$ cat config.mk
export PLATFORM = sky130hd
export DESIGN_NAME = stop_and_wait_arq_sender_flat
export DESIGN_NICKNAME = d
export VERILOG_FILES = /design/src/sarq_pkg.sv /design/src/sarq_ifs.sv /design/src/stop_and_wait_arq_sender.sv /design/src/flat_wrapper.sv
export SDC_FILE = /design/constraint.sdc
export NUM_CORES = 1
export LEC_CHECK = 0
export BUFFER_PORTS_ARGS = -buffer_cell sky130_fd_sc_hd__buf_2
export CORE_MARGIN = 10
export CORE_UTILIZATION = 60
export DETAILED_ROUTE_END_ITERATION = 6
export PLACE_DENSITY = 0.82
export REMOVE_ABC_BUFFERS = 1
export SLEW_MARGIN = 5
export SYNTH_ARGS = -nofsm -noshare
export SYNTH_HDL_FRONTEND = slang
export SYNTH_SLANG_ARGS = --single-unit
$ cat constraint.sdc
create_clock -name clock -period 12.3 [get_ports clock]
set_clock_uncertainty 0.1 [all_clocks]
set_input_delay 2.46 -clock clock [delete_from_list [all_inputs] [get_ports clock]]
set_output_delay 2.46 -clock clock [all_outputs]
set_load 0.01 [all_outputs]
$ cat src/sarq_pkg.sv
// Shared types and constants for the stop-and-wait ARQ sender.
package sarq_pkg;

   // Request codes carried in the request transaction.
   localparam logic [2:0] REQ_START   = 3'd0;
   localparam logic [2:0] REQ_FAILED  = 3'd1;
   localparam logic [2:0] REQ_SHORT   = 3'd2;
   localparam logic [2:0] REQ_TIMEOUT = 3'd3;
   localparam logic [2:0] REQ_ACK     = 3'd4;

   // Action codes carried in the response transaction.
   localparam logic [1:0] ACT_TRANSMIT = 2'd0;
   localparam logic [1:0] ACT_DONE     = 2'd1;
   localparam logic [1:0] ACT_ABORT    = 2'd2;
   localparam logic [1:0] ACT_IGNORED  = 2'd3;

   // Configuration register indexes.
   localparam logic CSR_ERROR_THRESHOLD = 1'b0;
   localparam logic CSR_MAX_TIMEOUTS    = 1'b1;

   // Damaged frame shaping: longest chunk that loses a single byte, largest cut.
   localparam int ShortChunkMax = 10;
   localparam int CutMax        = 10;

   typedef logic       csr_index_type;
   typedef logic [7:0] csr_data_type;

   typedef struct packed {
      logic [2:0]  req_type;
      logic [23:0] file_length;
      logic [15:0] ack_length;
      logic        ack_seq;
      logic [6:0]  draw;
      logic [3:0]  cut;
   } req_payload_type;

   typedef struct packed {
      logic [1:0]  action;
      logic [24:0] offset;
      logic [8:0]  payload_len;
      logic        seq_bit;
      logic [8:0]  frame_bytes;
      logic [31:0] sends_total;
      logic [31:0] errors_total;
   } rsp_payload_type;

endpackage

$ cat src/sarq_ifs.sv
// Valid/ready channel interfaces for the request and response transactions.
interface sarq_req_if;
   import sarq_pkg::*;

   logic            valid;
   logic            ready;
   req_payload_type data;

   modport source (output valid, output data, input ready);
   modport sink   (input valid, input data, output ready);
endinterface

interface sarq_rsp_if;
   import sarq_pkg::*;

   logic            valid;
   logic            ready;
   rsp_payload_type data;

   modport source (output valid, output data, input ready);
   modport sink   (input valid, input data, output ready);
endinterface

$ cat src/stop_and_wait_arq_sender.sv
// Sender side of an alternating-bit stop-and-wait ARQ, one response per request.
//
// Each request transaction is handled as it is accepted: the control state
// (phase, offsets, chunk length, sequence bit and counters) and the response
// register are updated at the same clock edge, so one request is accepted
// every cycle as long as the response register is empty or being drained.
// A start request opens a transfer of file_length + 1 payload bytes, cut into
// chunks of at most MAX_CHUNK bytes; later requests report the fate of the
// last frame (ack, timeout, short send, send failure). Every request answers
// with exactly one response: transmit, done, aborted or ignored. The two
// configuration registers are written via the csr_ port only while idle: a user rule, not enforced.
module stop_and_wait_arq_sender #(
   parameter int MAX_CHUNK    = 500,
   parameter int HEADER_BYTES = 4,
   parameter int LENGTH_BITS  = 24
) (
   input  logic                    clock,
   input  logic                    reset,
   sarq_req_if.sink                req_chan,
   sarq_rsp_if.source              rsp_chan,
   input  logic                    csr_we,
   input  sarq_pkg::csr_index_type csr_index,
   input  sarq_pkg::csr_data_type  csr_wdata
);
   import sarq_pkg::*;

   localparam int FLEN_BITS = (LENGTH_BITS < 24) ? LENGTH_BITS : 24;
   localparam int OFF_BITS  = FLEN_BITS + 1;
   localparam int CL_BITS   = $clog2(MAX_CHUNK + 1);
   localparam int CMP_BITS  = (OFF_BITS > CL_BITS) ? OFF_BITS : CL_BITS;

   localparam logic PH_IDLE = 1'b0;
   localparam logic PH_WAIT = 1'b1;

   // Configuration registers.
   logic [6:0] error_threshold_ff;
   logic [7:0] max_timeouts_ff;

   // Transfer state.
   logic                phase_ff, phase_in;
   logic [OFF_BITS-1:0] next_offset_ff, next_offset_in;
   logic [OFF_BITS-1:0] payload_total_ff, payload_total_in;
   logic [CL_BITS-1:0]  chunk_len_ff, chunk_len_in;
   logic                seq_state_ff, seq_state_in;
   logic [7:0]          timeout_run_ff, timeout_run_in;
   logic [31:0]         send_count_ff, send_count_in;
   logic [31:0]         error_count_ff, error_count_in;

   // Response register.
   logic            rsp_valid_ff;
   rsp_payload_type rsp_data_ff, rsp_data_in;

   // Working signals.
   req_payload_type     req;
   logic                accept;
   logic                do_tx;
   logic [1:0]          action;
   logic [OFF_BITS-1:0] out_offset;
   logic [OFF_BITS-1:0] adv_offset;
   logic [OFF_BITS-1:0] rest;
   logic [OFF_BITS-1:0] total_start;
   logic [CL_BITS-1:0]  rest_chunk;
   logic [CL_BITS-1:0]  first_chunk;
   logic [7:0]          run_inc;
   logic [7:0]          timeout_lim;
   logic [31:0]         err_inc;
   logic [31:0]         send_base;
   logic [3:0]          cut_clamped;
   logic [8:0]          frame_dec;
   logic [8:0]          frame_len;
   logic                bad_ack;

   assign req    = req_chan.data;
   assign accept = req_chan.valid && req_chan.ready;

   // The response register frees up when it is empty or taken this cycle.
   assign req_chan.ready = !rsp_valid_ff || rsp_chan.ready;
   assign rsp_chan.valid = rsp_valid_ff;
   assign rsp_chan.data  = rsp_data_ff;

   // Chunk sizing for a new transfer and for the chunk after a good ack.
   assign total_start = OFF_BITS'(req.file_length[FLEN_BITS-1:0]) + OFF_BITS'(1);
   assign adv_offset  = next_offset_ff + OFF_BITS'(chunk_len_ff);
   assign rest        = payload_total_ff - adv_offset;
   assign first_chunk = (CMP_BITS'(total_start) <= CMP_BITS'(MAX_CHUNK)) ?
                        CL_BITS'(total_start) : CL_BITS'(MAX_CHUNK);
   assign rest_chunk  = (CMP_BITS'(rest) <= CMP_BITS'(MAX_CHUNK)) ?
                        CL_BITS'(rest) : CL_BITS'(MAX_CHUNK);

   // Saturating increments and the timeout limit.
   assign run_inc     = (timeout_run_ff == 8'hFF) ? timeout_run_ff : timeout_run_ff + 8'd1;
   assign err_inc     = (error_count_ff == 32'hFFFF_FFFF) ? error_count_ff :
                        error_count_ff + 32'd1;
   assign timeout_lim = (max_timeouts_ff == 8'd0) ? 8'd1 : max_timeouts_ff;
   assign bad_ack     = (req.ack_length != 16'(chunk_len_ff)) ||
                        (req.ack_seq == seq_state_ff);

   // Next-state and response decode for the request being accepted.
   always_comb begin
      phase_in         = phase_ff;
      next_offset_in   = next_offset_ff;
      payload_total_in = payload_total_ff;
      chunk_len_in     = chunk_len_ff;
      seq_state_in     = seq_state_ff;
      timeout_run_in   = timeout_run_ff;
      error_count_in   = error_count_ff;
      send_base        = send_count_ff;
      do_tx            = 1'b0;
      action           = ACT_IGNORED;
      out_offset       = next_offset_ff;

      if (phase_ff == PH_IDLE) begin
         if (req.req_type == REQ_START) begin
            payload_total_in = total_start;
            next_offset_in   = '0;
            out_offset       = '0;
            chunk_len_in     = first_chunk;
            seq_state_in     = 1'b1;
            timeout_run_in   = '0;
            send_base        = '0;
            error_count_in   = '0;
            phase_in         = PH_WAIT;
            do_tx            = 1'b1;
         end
      end else begin
         unique case (req.req_type)
            REQ_FAILED: begin
               phase_in = PH_IDLE;
               action   = ACT_ABORT;
            end
            REQ_SHORT: begin
               do_tx = 1'b1;
            end
            REQ_TIMEOUT: begin
               error_count_in = err_inc;
               timeout_run_in = run_inc;
               if (run_inc >= timeout_lim) begin
                  phase_in = PH_IDLE;
                  action   = ACT_ABORT;
               end else begin
                  do_tx = 1'b1;
               end
            end
            REQ_ACK: begin
               if (bad_ack) begin
                  error_count_in = err_inc;
                  do_tx          = 1'b1;
               end else begin
                  timeout_run_in = '0;
                  next_offset_in = adv_offset;
                  out_offset     = adv_offset;
                  if (adv_offset >= payload_total_ff) begin
                     phase_in = PH_IDLE;
                     action   = ACT_DONE;
                  end else begin
                     chunk_len_in = rest_chunk;
                     seq_state_in = !seq_state_ff;
                     do_tx        = 1'b1;
                  end
               end
            end
            default: begin
               action = ACT_IGNORED;
            end
         endcase
      end

      if (do_tx) begin
         action = ACT_TRANSMIT;
      end
   end

   // Frame length on the wire, shortened when the draw injects damage.
   always_comb begin
      if (req.cut == 4'd0) begin
         cut_clamped = 4'd1;
      end else if (req.cut > 4'(CutMax)) begin
         cut_clamped = 4'(CutMax);
      end else begin
         cut_clamped = req.cut;
      end

      frame_dec = '0;
      if (req.draw <= error_threshold_ff) begin
         if (chunk_len_in > CL_BITS'(ShortChunkMax)) begin
            frame_dec = 9'(cut_clamped);
         end else if (chunk_len_in != '0) begin
            frame_dec = 9'd1;
         end
      end
      frame_len = 9'(chunk_len_in) + 9'(HEADER_BYTES) - frame_dec;
   end

   // Send counter and the response fields.
   always_comb begin
      send_count_in = send_base;
      if (do_tx && (send_base != 32'hFFFF_FFFF)) begin
         send_count_in = send_base + 32'd1;
      end

      rsp_data_in.action       = action;
      rsp_data_in.offset       = 25'(out_offset);
      rsp_data_in.payload_len  = 9'(chunk_len_in);
      rsp_data_in.seq_bit      = seq_state_in;
      rsp_data_in.frame_bytes  = do_tx ? frame_len : 9'd0;
      rsp_data_in.sends_total  = send_count_in;
      rsp_data_in.errors_total = error_count_in;
   end

   // Configuration writes.
   always_ff @(posedge clock) begin
      if (reset) begin
         error_threshold_ff <= 7'd0;
         max_timeouts_ff    <= 8'd4;
      end else if (csr_we) begin
         unique case (csr_index)
            CSR_ERROR_THRESHOLD: error_threshold_ff <= csr_wdata[6:0];
            CSR_MAX_TIMEOUTS:    max_timeouts_ff    <= csr_wdata;
            default:             max_timeouts_ff    <= max_timeouts_ff;
         endcase
      end
   end

   // Transfer state, updated once per accepted transaction.
   always_ff @(posedge clock) begin
      if (reset) begin
         phase_ff         <= PH_IDLE;
         next_offset_ff   <= '0;
         payload_total_ff <= '0;
         chunk_len_ff     <= '0;
         seq_state_ff     <= 1'b0;
         timeout_run_ff   <= '0;
         send_count_ff    <= '0;
         error_count_ff   <= '0;
      end else if (accept) begin
         phase_ff         <= phase_in;
         next_offset_ff   <= next_offset_in;
         payload_total_ff <= payload_total_in;
         chunk_len_ff     <= chunk_len_in;
         seq_state_ff     <= seq_state_in;
         timeout_run_ff   <= timeout_run_in;
         send_count_ff    <= send_count_in;
         error_count_ff   <= error_count_in;
      end
   end

   // Response register: valid flag under reset, payload loaded on accept.
   always_ff @(posedge clock) begin
      if (reset) begin
         rsp_valid_ff <= 1'b0;
      end else if (accept) begin
         rsp_valid_ff <= 1'b1;
      end else if (rsp_chan.ready) begin
         rsp_valid_ff <= 1'b0;
      end
   end

   always_ff @(posedge clock) begin
      if (accept) begin
         rsp_data_ff <= rsp_data_in;
      end
   end

endmodule
$ cat src/flat_wrapper.sv
// flat-port wrapper written by rule: the top's interface ports become plain ports
module stop_and_wait_arq_sender_flat import sarq_pkg::*;
#(
   parameter int MAX_CHUNK    = 500,
   parameter int HEADER_BYTES = 4,
   parameter int LENGTH_BITS  = 24
)
  (clock, reset, csr_we, csr_index, csr_wdata, req_chan_valid, req_chan_data, req_chan_ready, rsp_chan_valid, rsp_chan_data, rsp_chan_ready);
  sarq_req_if req_chan_i ();
  sarq_rsp_if rsp_chan_i ();
  input  logic clock;
  input  logic reset;
  input  logic csr_we;
  input  sarq_pkg::csr_index_type csr_index;
  input  sarq_pkg::csr_data_type csr_wdata;
  input wire logic [$bits(req_chan_i.valid)-1:0] req_chan_valid;
  input wire logic [$bits(req_chan_i.data)-1:0] req_chan_data;
  output wire logic [$bits(req_chan_i.ready)-1:0] req_chan_ready;
  output wire logic [$bits(rsp_chan_i.valid)-1:0] rsp_chan_valid;
  output wire logic [$bits(rsp_chan_i.data)-1:0] rsp_chan_data;
  input wire logic [$bits(rsp_chan_i.ready)-1:0] rsp_chan_ready;
  assign req_chan_i.valid = req_chan_valid;
  assign req_chan_i.data = req_chan_data;
  assign req_chan_ready = req_chan_i.ready;
  assign rsp_chan_valid = rsp_chan_i.valid;
  assign rsp_chan_data = rsp_chan_i.data;
  assign rsp_chan_i.ready = rsp_chan_ready;
  stop_and_wait_arq_sender #(.MAX_CHUNK(MAX_CHUNK), .HEADER_BYTES(HEADER_BYTES), .LENGTH_BITS(LENGTH_BITS)) u_core (.clock(clock), .reset(reset), .req_chan(req_chan_i), .rsp_chan(rsp_chan_i), .csr_we(csr_we), .csr_index(csr_index), .csr_wdata(csr_wdata));
endmodule
## Word-level counts from Yosys, hierarchy flattened

Index checks and enable logic that the tools add are counted.

- Register bits: 259
- Input port bits: 69
- Output and inout port bits: 112
- Logic and storage cells: 112

- $add $sub $neg: 8
- Magnitude comparators: 7
- Equality and inequality tests: 11
- Muxes and demuxes: 50
- Bitwise operators: 2
- Reductions and logical operators: 16

Operators with widths:

| operator | number |
|---|---|
| $mux W32 | 7 |
| $mux W25 | 4 |
| $mux W9 | 9 |
| $add A32 B1 Y32 const B | 2 |
| $pmux W32 S2 | 1 |
| $le A25 B9 Y1 const B | 2 |
| $mux W8 | 5 |
| $eq A32 B32 Y1 const B | 1 |
| $ne A32 B32 Y1 const B | 1 |
| $add A24 B1 Y25 const B | 1 |
| $add A25 B9 Y25 | 1 |
| $ge A25 B25 Y1 | 1 |
| $sub A25 B25 Y25 | 1 |
| $ne A16 B9 Y1 | 1 |
| $pmux W8 S2 | 1 |
| $mux W1 | 15 |
| $add A9 B3 Y9 const B | 1 |
| $gt A9 B4 Y1 const B | 1 |
| $reduce_bool A9 Y1 | 1 |
| $sub A9 B9 Y9 | 1 |
| $add A8 B1 Y8 const B | 1 |
| $eq A8 B8 Y1 const B | 1 |
| $ge A8 B8 Y1 | 1 |
| $logic_not A8 Y1 | 1 |
| other kinds (21) | 33 |

## Depth between registers and ports, before layout

Gate-level depths: netlist of run 1.

- Depth in word-level cells: 13
- Mapped depth: 41
- Gate-level depth less buffers: 40

## Worst setup path after synthesis of run 1

Ideal clock, no wire load.

- Path type: reg2reg
- Start: reg u_core.chunk_len_ff[0]
- End: reg u_core.rsp_data_ff, in the netlist u_core.rsp_chan.data[72], data pin
- Library setup time: 0.256 ns
- Arrival time: 8.248 ns
- Required time: 11.944 ns
- Slack: 3.696 ns
- Cell stages (with the launch flop): 42
- Path buffers: 1
- Clock period less this slack: 8.604 ns
- Cell sequence: dfxtp_1 > ha_1 > inv_1 > fa_1 > nand2b_1 > a211oi_1 > or2_2 > nand2_1 > nor2_1 > nand3_1 > xor2_1 > ha_1 > clkbuf_1 > a211oi_1 > nor2_1 > a211o_1 > a211oi_1 > maj3_1 > (+6 left out) > mux2_2 > a21oi_1 > ha_1 > nand2_1 > nor4_4 > a31oi_1 > and4_1 > ha_1 > inv_1 > ha_1 > a21o_1 > a21o_1 > a21o_1 > a21oi_1 > o21bai_1 > a21oi_1 > xnor2_1 > nor2_1

- Cells in the longest elaborated chain, start to end: 13
- Elaborated cells on any way between the ends: 23
- Those cells by class: add/sub (4); order compare (3); eq/ne (1); mux (13); reduce/logical (2)

Ends and longest elaborated chain:

| item | RTL line | source |
|---|---|---|
| start, declared | stop_and_wait_arq_sender.sv:43 | `logic [CL_BITS-1:0] chunk_len_ff, chunk_len_in;` |
| start signal, assigned | stop_and_wait_arq_sender.sv:239 | `chunk_len_ff <= chunk_len_in;` |
| branches (longest 13 deep; another with $add A25 B9 Y25) | n/a |  |
| end signal, assigned | stop_and_wait_arq_sender.sv:260 | `rsp_data_ff <= rsp_data_in;` |
| end, declared | stop_and_wait_arq_sender.sv:51 | `rsp_payload_type rsp_data_ff, rsp_data_in;` |

Several ways; the timed one is not identified.
A chain may end at the register's enable or synchronous reset.

## Worst setup path in the final report of run 1

Ends and elaborated chain as after synthesis.

==> results of run 1 <==
cells in the mapped netlist (8+ instances only):
library cell	count	area [µm²]
o31ai_1	15	113
a21oi_1	155	776
nand2b_1	16	100
o211ai_1	16	120
nor4_1	16	100
edfxtp_1	110	3300
nand4_1	31	194
a31oi_1	28	175
xor2_1	61	534
nand3_1	114	571
ha_1	65	813
xnor2_1	59	517
or3_1	24	150
a211oi_1	36	270
and4_1	9	78.8
a21o_1	28	210
a311oi_1	8	70.1
and3_1	25	156
o21ai_0	77	385
mux2i_1	10	100
and2_1	17	106
nor3_1	45	225
inv_1	61	229
dfxtp_1	149	2980
nor2b_1	16	100
clkbuf_1	91	342
nand2_1	244	916
nor2_1	204	766
per-stage QoR:
| step | power, mW | area [µm²] | utilization |
|---|---|---|---|
| global placement | 1.29 | 16900 | 0.648 |
| global route | 2.26 | 17900 | 0.686 |
| CTS | 2.18 | 17900 | 0.686 |
| floorplan | 1.18 | 15500 | - |
| detailed placement | 1.29 | 16900 | 0.648 |
| finish | 2.18 | 17900 | 0.686 |
state kept, by name, indices dropped and copies added (netlist names):
signal and flops:
u_core.chunk_len_ff 9, u_core.timeout_run_ff 8, u_core.next_offset_ff 25, u_core.send_count_ff 32, u_core.error_threshold_ff 7, u_core.rsp_chan.data 110, u_core.payload_total_ff 25, u_core.max_timeouts_ff 8
u_core.seq_state_ff 1, u_core.error_count_ff 32, u_core.phase_ff 1, u_core.rsp_chan.valid 1
worst min-delay path by stage:
stage / to / slack [ns] / cells past startpoint
after floorplan: u_core.max_timeouts_ff[1]$_SDFFE_PP0P_ / 0.33 / 2
after global placement: u_core.max_timeouts_ff[1]$_SDFFE_PP0P_ / 0.35 / 2
after detailed placement: u_core.max_timeouts_ff[2]$_SDFFE_PP1P_ / 0.36 / 2
after CTS: u_core.max_timeouts_ff[3]$_SDFFE_PP0P_ / 0.37 / 2
after global routing: u_core.max_timeouts_ff[1]$_SDFFE_PP0P_ / 0.39 / 2
final: u_core.max_timeouts_ff[2]$_SDFFE_PP1P_ / 0.38 / 2
per-layer routing:
metal	track usage	share of wire	wire [µm]	vias to the layer above
met1	0.333	0.42	18800	7005
met3	0.0437	0.079	3550	109
met2	0.425	0.47	21100	619
met4	0.102	0.035	1560	0
met5	0	0	0	-
li1	-	-	-	7061
power by group through the flow:
stage / Combinational, mW / Clock (mW) / Sequential (mW)
3_5_place_dp: 0.326 / 0 / 0.968
4_1_cts: 0.329 / 0.903 / 0.950
2_1_floorplan: 0.204 / 0 / 0.977
5_1_grt: 0.369 / 0.935 / 0.952
6_report: 0.331 / 0.896 / 0.950
3_3_place_gp: 0.323 / 0 / 0.967
cell families (layout without fill, tap and decap cells):
logic type / after synthesis / count (layout) / share of synthesized area
other: 0 / 2 / 0
xor gates and xnor gates: 124 / 124 / 0.0719
and+or+nand+nor: 805 / 805 / 0.244
AOI/OAI and AO/OA: 449 / 449 / 0.181
buffers and inverters: 168 / 306 / 0.0408
muxes: 13 / 13 / 0.00844
adders and majority gates: 72 / 72 / 0.0576
DFF: 259 / 259 / 0.396
layout make-up:
cell class / instances / area [µm²]
Clock inverter: 19 / 251
Fill cell: 2112 / 8190
Sequential cell: 259 / 6290
Antenna cell: 2 / 5.00
Multi-Input combinational cell: 1463 / 8960
Timing Repair Buffer: 192 / 993
Tap cell: 335 / 419
Inverter: 62 / 238
Clock buffer: 33 / 719
critical path, delay by kind of cell, from the launching register on:
kind | cells | cell delay [ns]
buffers and inverters | 2 | 0.13
multiplexers | 1 | 0.27
XOR/XNOR | 2 | 0.41
AO/OA/AOI/OAI | 14 | 3.13
adder cells (fa/ha/maj) | 7 | 2.07
AND/OR/NAND/NOR | 14 | 3.00
flip-flops | 1 | 0.41
==> results.json, run 1 <==
{
  "synthCells": 1890,
  "setup_ws_ns": 2.48,
  "wire_per_inst_um": 19.0,
  "cp-startpoint": "u_core.chunk_len_ff[0]$_SDFFE_PP0P_",
  "status": "completed",
  "final_common_cell": "nand2_1",
  "clockBufferDepth": 3,
  "die_width_um": 183,
  "post-route-period-util": 0.798,
  "ys_ff_latch": 259,
  "ys_seq_area_frac": 0.396,
  "p_sw_mw": 0.598,
  "fp-row-count": 59,
  "rrSetupSlack_ns": 2.48,
  "setup_tns_ns": 0,
  "overflow": 0,
  "syn_area_per_cell_um2": 8.40,
  "core_um2": 26100,
  "via_per_inst": 6.26,
  "drive_gt1_frac": 0.136,
  "r2r_cells": 40,
  "hold_violations": 0,
  "slowest_delay_ns": 0.56,
  "cts_buffers": 28,
  "async_flop_share": 0,
  "leakagePower_nw": 6.82,
  "timing.final.max_slew_violations": 0,
  "area_delta_synth_final_pct": 12.6,
  "rsz0062_at_grt": "false",
  "endpoint": "u_core.rsp_chan.data[72]$_SDFFCE_PN0P_",
  "period_needed_ns": 9.82,
  "crit_type": "reg -> reg",
  "cts_resized": 0,
  "drt-total-wl_um": 44900,
  "io_buffers": 180,
  "final_cell_mix": "nand2_1, nor2_1, buf_2",
  "vias": 14800,
  "critPathCaptureType": "flop",
  "critical_path.slowest_cell": "or4_4",
  "ys.flop_type": "dfxtp_1",
  "grtUsageTotal": 0.259,
  "clockPowerShare": 0.412,
  "final_cells": 2365,
  "cap_violations": 0,
  "hold_ws_ns": 0.378,
  "rr_startpoint": "u_core.chunk_len_ff[0]$_SDFFE_PP0P_",
  "antenna_found_initial": 2,
  "combPwrFrac": 0.152,
  "start_util": 0.609,
  "ys_warn_count": 0,
  "cp-start-kind": "flop",
  "power.internal_mw": 1.58,
  "ir_drop_v": 0.000133,
  "drt-initial-drc-count": 1598,
  "dpl.hpwl_um": 32500,
  "clk_pin_slew_ns": 0.07,
  "crit_required_ns": 12.49,
  "clk_latency_ns": 0.56,
  "grt_pass1_wl_um": 73000,
  "ctsHoldBuffers": 0,
  "p_sw_frac": 0.275,
  "cpMostUsedCell": "ha_1",
  "clock-sinks": 259,
  "htreeDepth": 1,
  "die_area_um2": 33400,
  "hold_path.class": "reg -> reg",
  "grt_max_degree": 86,
  "cts-root-buf": "clkbuf_16",
  "pwr-share-seq": 0.436,
  "min_from": "u_core.max_timeouts_ff[2]$_SDFFE_PP1P_",
  "tightest_slew_ns": 1.11,
  "gp_congestion": 0.987,
  "yosys.cell_types.count": 91,
  "fin_nets": 2143,
  "rr_endpoint": "u_core.rsp_chan.data[72]$_SDFFCE_PN0P_",
  "io_pins": 181,
  "ant_nets": 0,
  "cts_setup_buffers": 0,
  "cp_max_fo": 10,
  "synth_edf_count": 110,
  "dp.cells": 2311,
  "cp.arrival_ns": 10.01,
  "maxSlewHeadroom": 0.250,
  "cts_tree": "yes",
  "finalSetupViolations": 0,
  "cellPowerDensity_nw_per_um2": 122,
  "fmax_ghz": 0.102,
  "route.detailed.drc": 0,
  "dr.pass1.iters": 5,
  "first_global_vias": 14300,
  "syn_area_um2": 15900,
  "die_h_um": 183,
  "pre_cts_slack_ns": 2.58
}
Note: power is estimated with default switching activity, not from simulation.
==> run 2, diff against run 1 <==
ABC_AREA = 1   (was not set)
CORE_UTILIZATION = 54   (was 60)
PLACE_DENSITY = 0.77   (was 0.82)
clock period = 8.1 ns   (was 12.3 ns; I/O delays follow)
==> results.json, run 2 <==
{
  "hold_path.class": "reg -> reg",
  "slowest_delay_ns": 0.43,
  "vias": 15700,
  "syn_area_um2": 16600,
  "top_usage_layer": "met2",
  "cts-root-buf": "clkbuf_16",
  "htreeDepth": 1,
  "dpl.hpwl_um": 35700,
  "status": "completed",
  "grtUsageTotal": 0.240,
  "diodes": 0,
  "maxSlewHeadroom": 0.208,
  "post-route-cell-area_um2": 18600,
  "setup_ws_ns": 0.898,
  "drt-initial-drc-count": 1214,
  "met2_usage": 0.404,
  "cts_tree": "yes",
  "via_per_inst": 5.49,
  "first_global_vias": 15100,
  "ir_drop_v": 0.000176,
  "synth_area_leaders": "edfxtp_1, dfxtp_1, inv_1, nand2_1, nor2_1",
  "place_area_um2": 17800,
  "ys.flop_type": "dfxtp_1",
  "async_flop_share": 0,
  "die_width_um": 195,
  "cts_buffers": 27,
  "fmax_ghz": 0.139,
  "drt-total-wl_um": 47800,
  "period_needed_ns": 7.20,
  "hold_violations": 0,
  "ys_seq_area_frac": 0.379,
  "cp-start-kind": "flop",
  "gp_congestion": 0.970,
  "dr.pass1.iters": 6,
  "pwr-share-seq": 0.438,
  "synthCells": 2292,
  "p_sw_mw": 1.08,
  "final_common_cell": "inv_1",
  "die_h_um": 195,
  "ys_warn_count": 0,
  "fin_nets": 2576,
  "met1_usage": 0.308,
  "start_util": 0.546,
  "clockBufferDepth": 3,
  "rsz0062_at_grt": "false",
  "critical_path.slowest_cell": "dfxtp_1",
  "synth_common_cells": "inv_1, nand2_1, nor2_1",
  "leakagePower_nw": 8.57,
  "cts_setup_buffers": 0,
  "pre_cts_slack_ns": 0.937,
  "synth.most_common_cell": "inv_1",
  "cp.arrival_ns": 7.51,
  "syn_area_per_cell_um2": 7.24,
  "io_pins": 181,
  "ant_nets": 0,
  "largest_reg_flops": 110,
  "grt_max_degree": 107,
  "clockPowerShare": 0.348,
  "finalPower_mw": 3.48,
  "synth_edf_count": 110,
  "tightest_slew_ns": 1.19,
  "die_area_um2": 38200,
  "clk_latency_ns": 0.57,
  "combPwrFrac": 0.215,
  "yosysTopAreaCell": "edfxtp_1",
  "overflow": 0,
  "cts_resized": 0,
  "core_um2": 30400,
  "post-route-period-util": 0.889,
  "final_cell_mix": "inv_1, nand2_1, nor2_1",
  "clk_pin_slew_ns": 0.06,
  "finalSetupViolations": 0,
  "fill_cells": 2815,
  "use_met3": 0.0415,
  "cellPowerDensity_nw_per_um2": 187,
  "drive_gt1_frac": 0.127,
  "cp_max_fo": 6,
  "power.internal_mw": 2.40,
  "critPathCaptureType": "flop",
  "fp-row-count": 64,
  "cap_violations": 0,
  "crit_type": "reg -> reg",
  "cpMostUsedCell": "inv_1",
  "crit_required_ns": 8.41,
  "timing.final.max_slew_violations": 0,
  "ctsHoldBuffers": 0,
  "p_sw_frac": 0.310,
  "antenna_found_initial": 0,
  "yosys.cell_types.count": 63,
  "grt_pass1_wl_um": 77100,
  "io_buffers": 180,
  "route.detailed.drc": 0,
  "wire_per_inst_um": 16.7,
  "area_delta_synth_final_pct": 12.3,
  "clock-sinks": 259,
  "yosysTopAreaCellShare": 0.199,
  "ys_ff_latch": 259
}
## run 2: cell count changes after synthesis, moves of 36 or more
cell / delta
inv_1: +334
nand2_1: +114
nor2_1: +48
o21ai_0: +84
o21ai_1: +38
xnor2_1: -36
## run 2: cell type report
class | count | area [µm²] | area share
clock buffers | 40 | 764 | 0.0410
repair buffers | 191 | 986 | 0.0529
inverters | 407 | 1530 | 0.0822
flip-flops and latches | 259 | 6290 | 0.337
clock inverters | 10 | 87.6 | 0.00470
multi-input cells | 1553 | 8480 | 0.455
well taps | 396 | 495 | 0.0266
## run 2: worst max-delay path: cells and delay by family (launching register included)
family,cells,cell delay [ns]
and+or+nand+nor,24,2.71
AOI/OAI and AO/OA,8,1.10
xor gates and xnor gates,1,0.21
DFF,1,0.43
buffers and inverters,10,0.66
adders and majority gates,6,1.86
## run 2: through the flow
stage / util / TNS (ns) / std cells / hold slack (ns)
after detailed placement: 0.584 / 0 / 2806 / 0.353
after CTS: 0.612 / 0 / 2856 / 0.362
after global routing: 0.612 / 0 / 2856 / 0.384
final: 0.612 / 0 / 2856 / 0.362
after floorplan: - / -30.30 / 2219 / 0.335
after global placement: 0.584 / 0 / 2806 / 0.350
## run 2: power groups by stage
stage          sequential [mW]  clock (mW)  combinational, mW
2_1_floorplan             1.56           0              0.491
3_3_place_gp              1.55           0              0.726
3_5_place_dp              1.55           0              0.741
4_1_cts                   1.52        1.24              0.747
5_1_grt                   1.53        1.28              0.848
6_report                  1.52        1.21              0.748
## run 2: cell families after synthesis
| logic type | Yosys count | share of synthesized area |
|---|---|---|
| XOR/XNOR | 89 | 0.0501 |
| multiplexers | 1 | 0.000603 |
| adder cells (fa/ha/maj) | 69 | 0.0532 |
| AND/OR/NAND/NOR | 920 | 0.248 |
| AO/OA/AOI/OAI | 474 | 0.159 |
| flip-flops | 259 | 0.379 |
| buffers and inverters | 480 | 0.111 |
## run 2: path summary, 6_finish.rpt
path | from | depth (start not counted) | to | slack [ns]
worst max-delay path | u_core.chunk_len_ff[0]$_SDFFE_PP0P_ | 49 | u_core.rsp_chan.data[72]$_SDFFCE_PN0P_ | 0.90
worst min-delay path | u_core.error_threshold_ff[2]$_SDFFE_PP0P_ | 2 | u_core.error_threshold_ff[2]$_SDFFE_PP0P_ | 0.36
worst max register to register | u_core.chunk_len_ff[0]$_SDFFE_PP0P_ | 49 | u_core.rsp_chan.data[72]$_SDFFCE_PN0P_ | 0.90
worst min register to register | u_core.error_threshold_ff[2]$_SDFFE_PP0P_ | 2 | u_core.error_threshold_ff[2]$_SDFFE_PP0P_ | 0.36
## run 2: routing by layer
layer | share of wire | vias up
met2 | 0.47 | 549
met5 | 0 | -
li1 | - | 7877
met3 | 0.072 | 84
met4 | 0.025 | 0
met1 | 0.44 | 7174
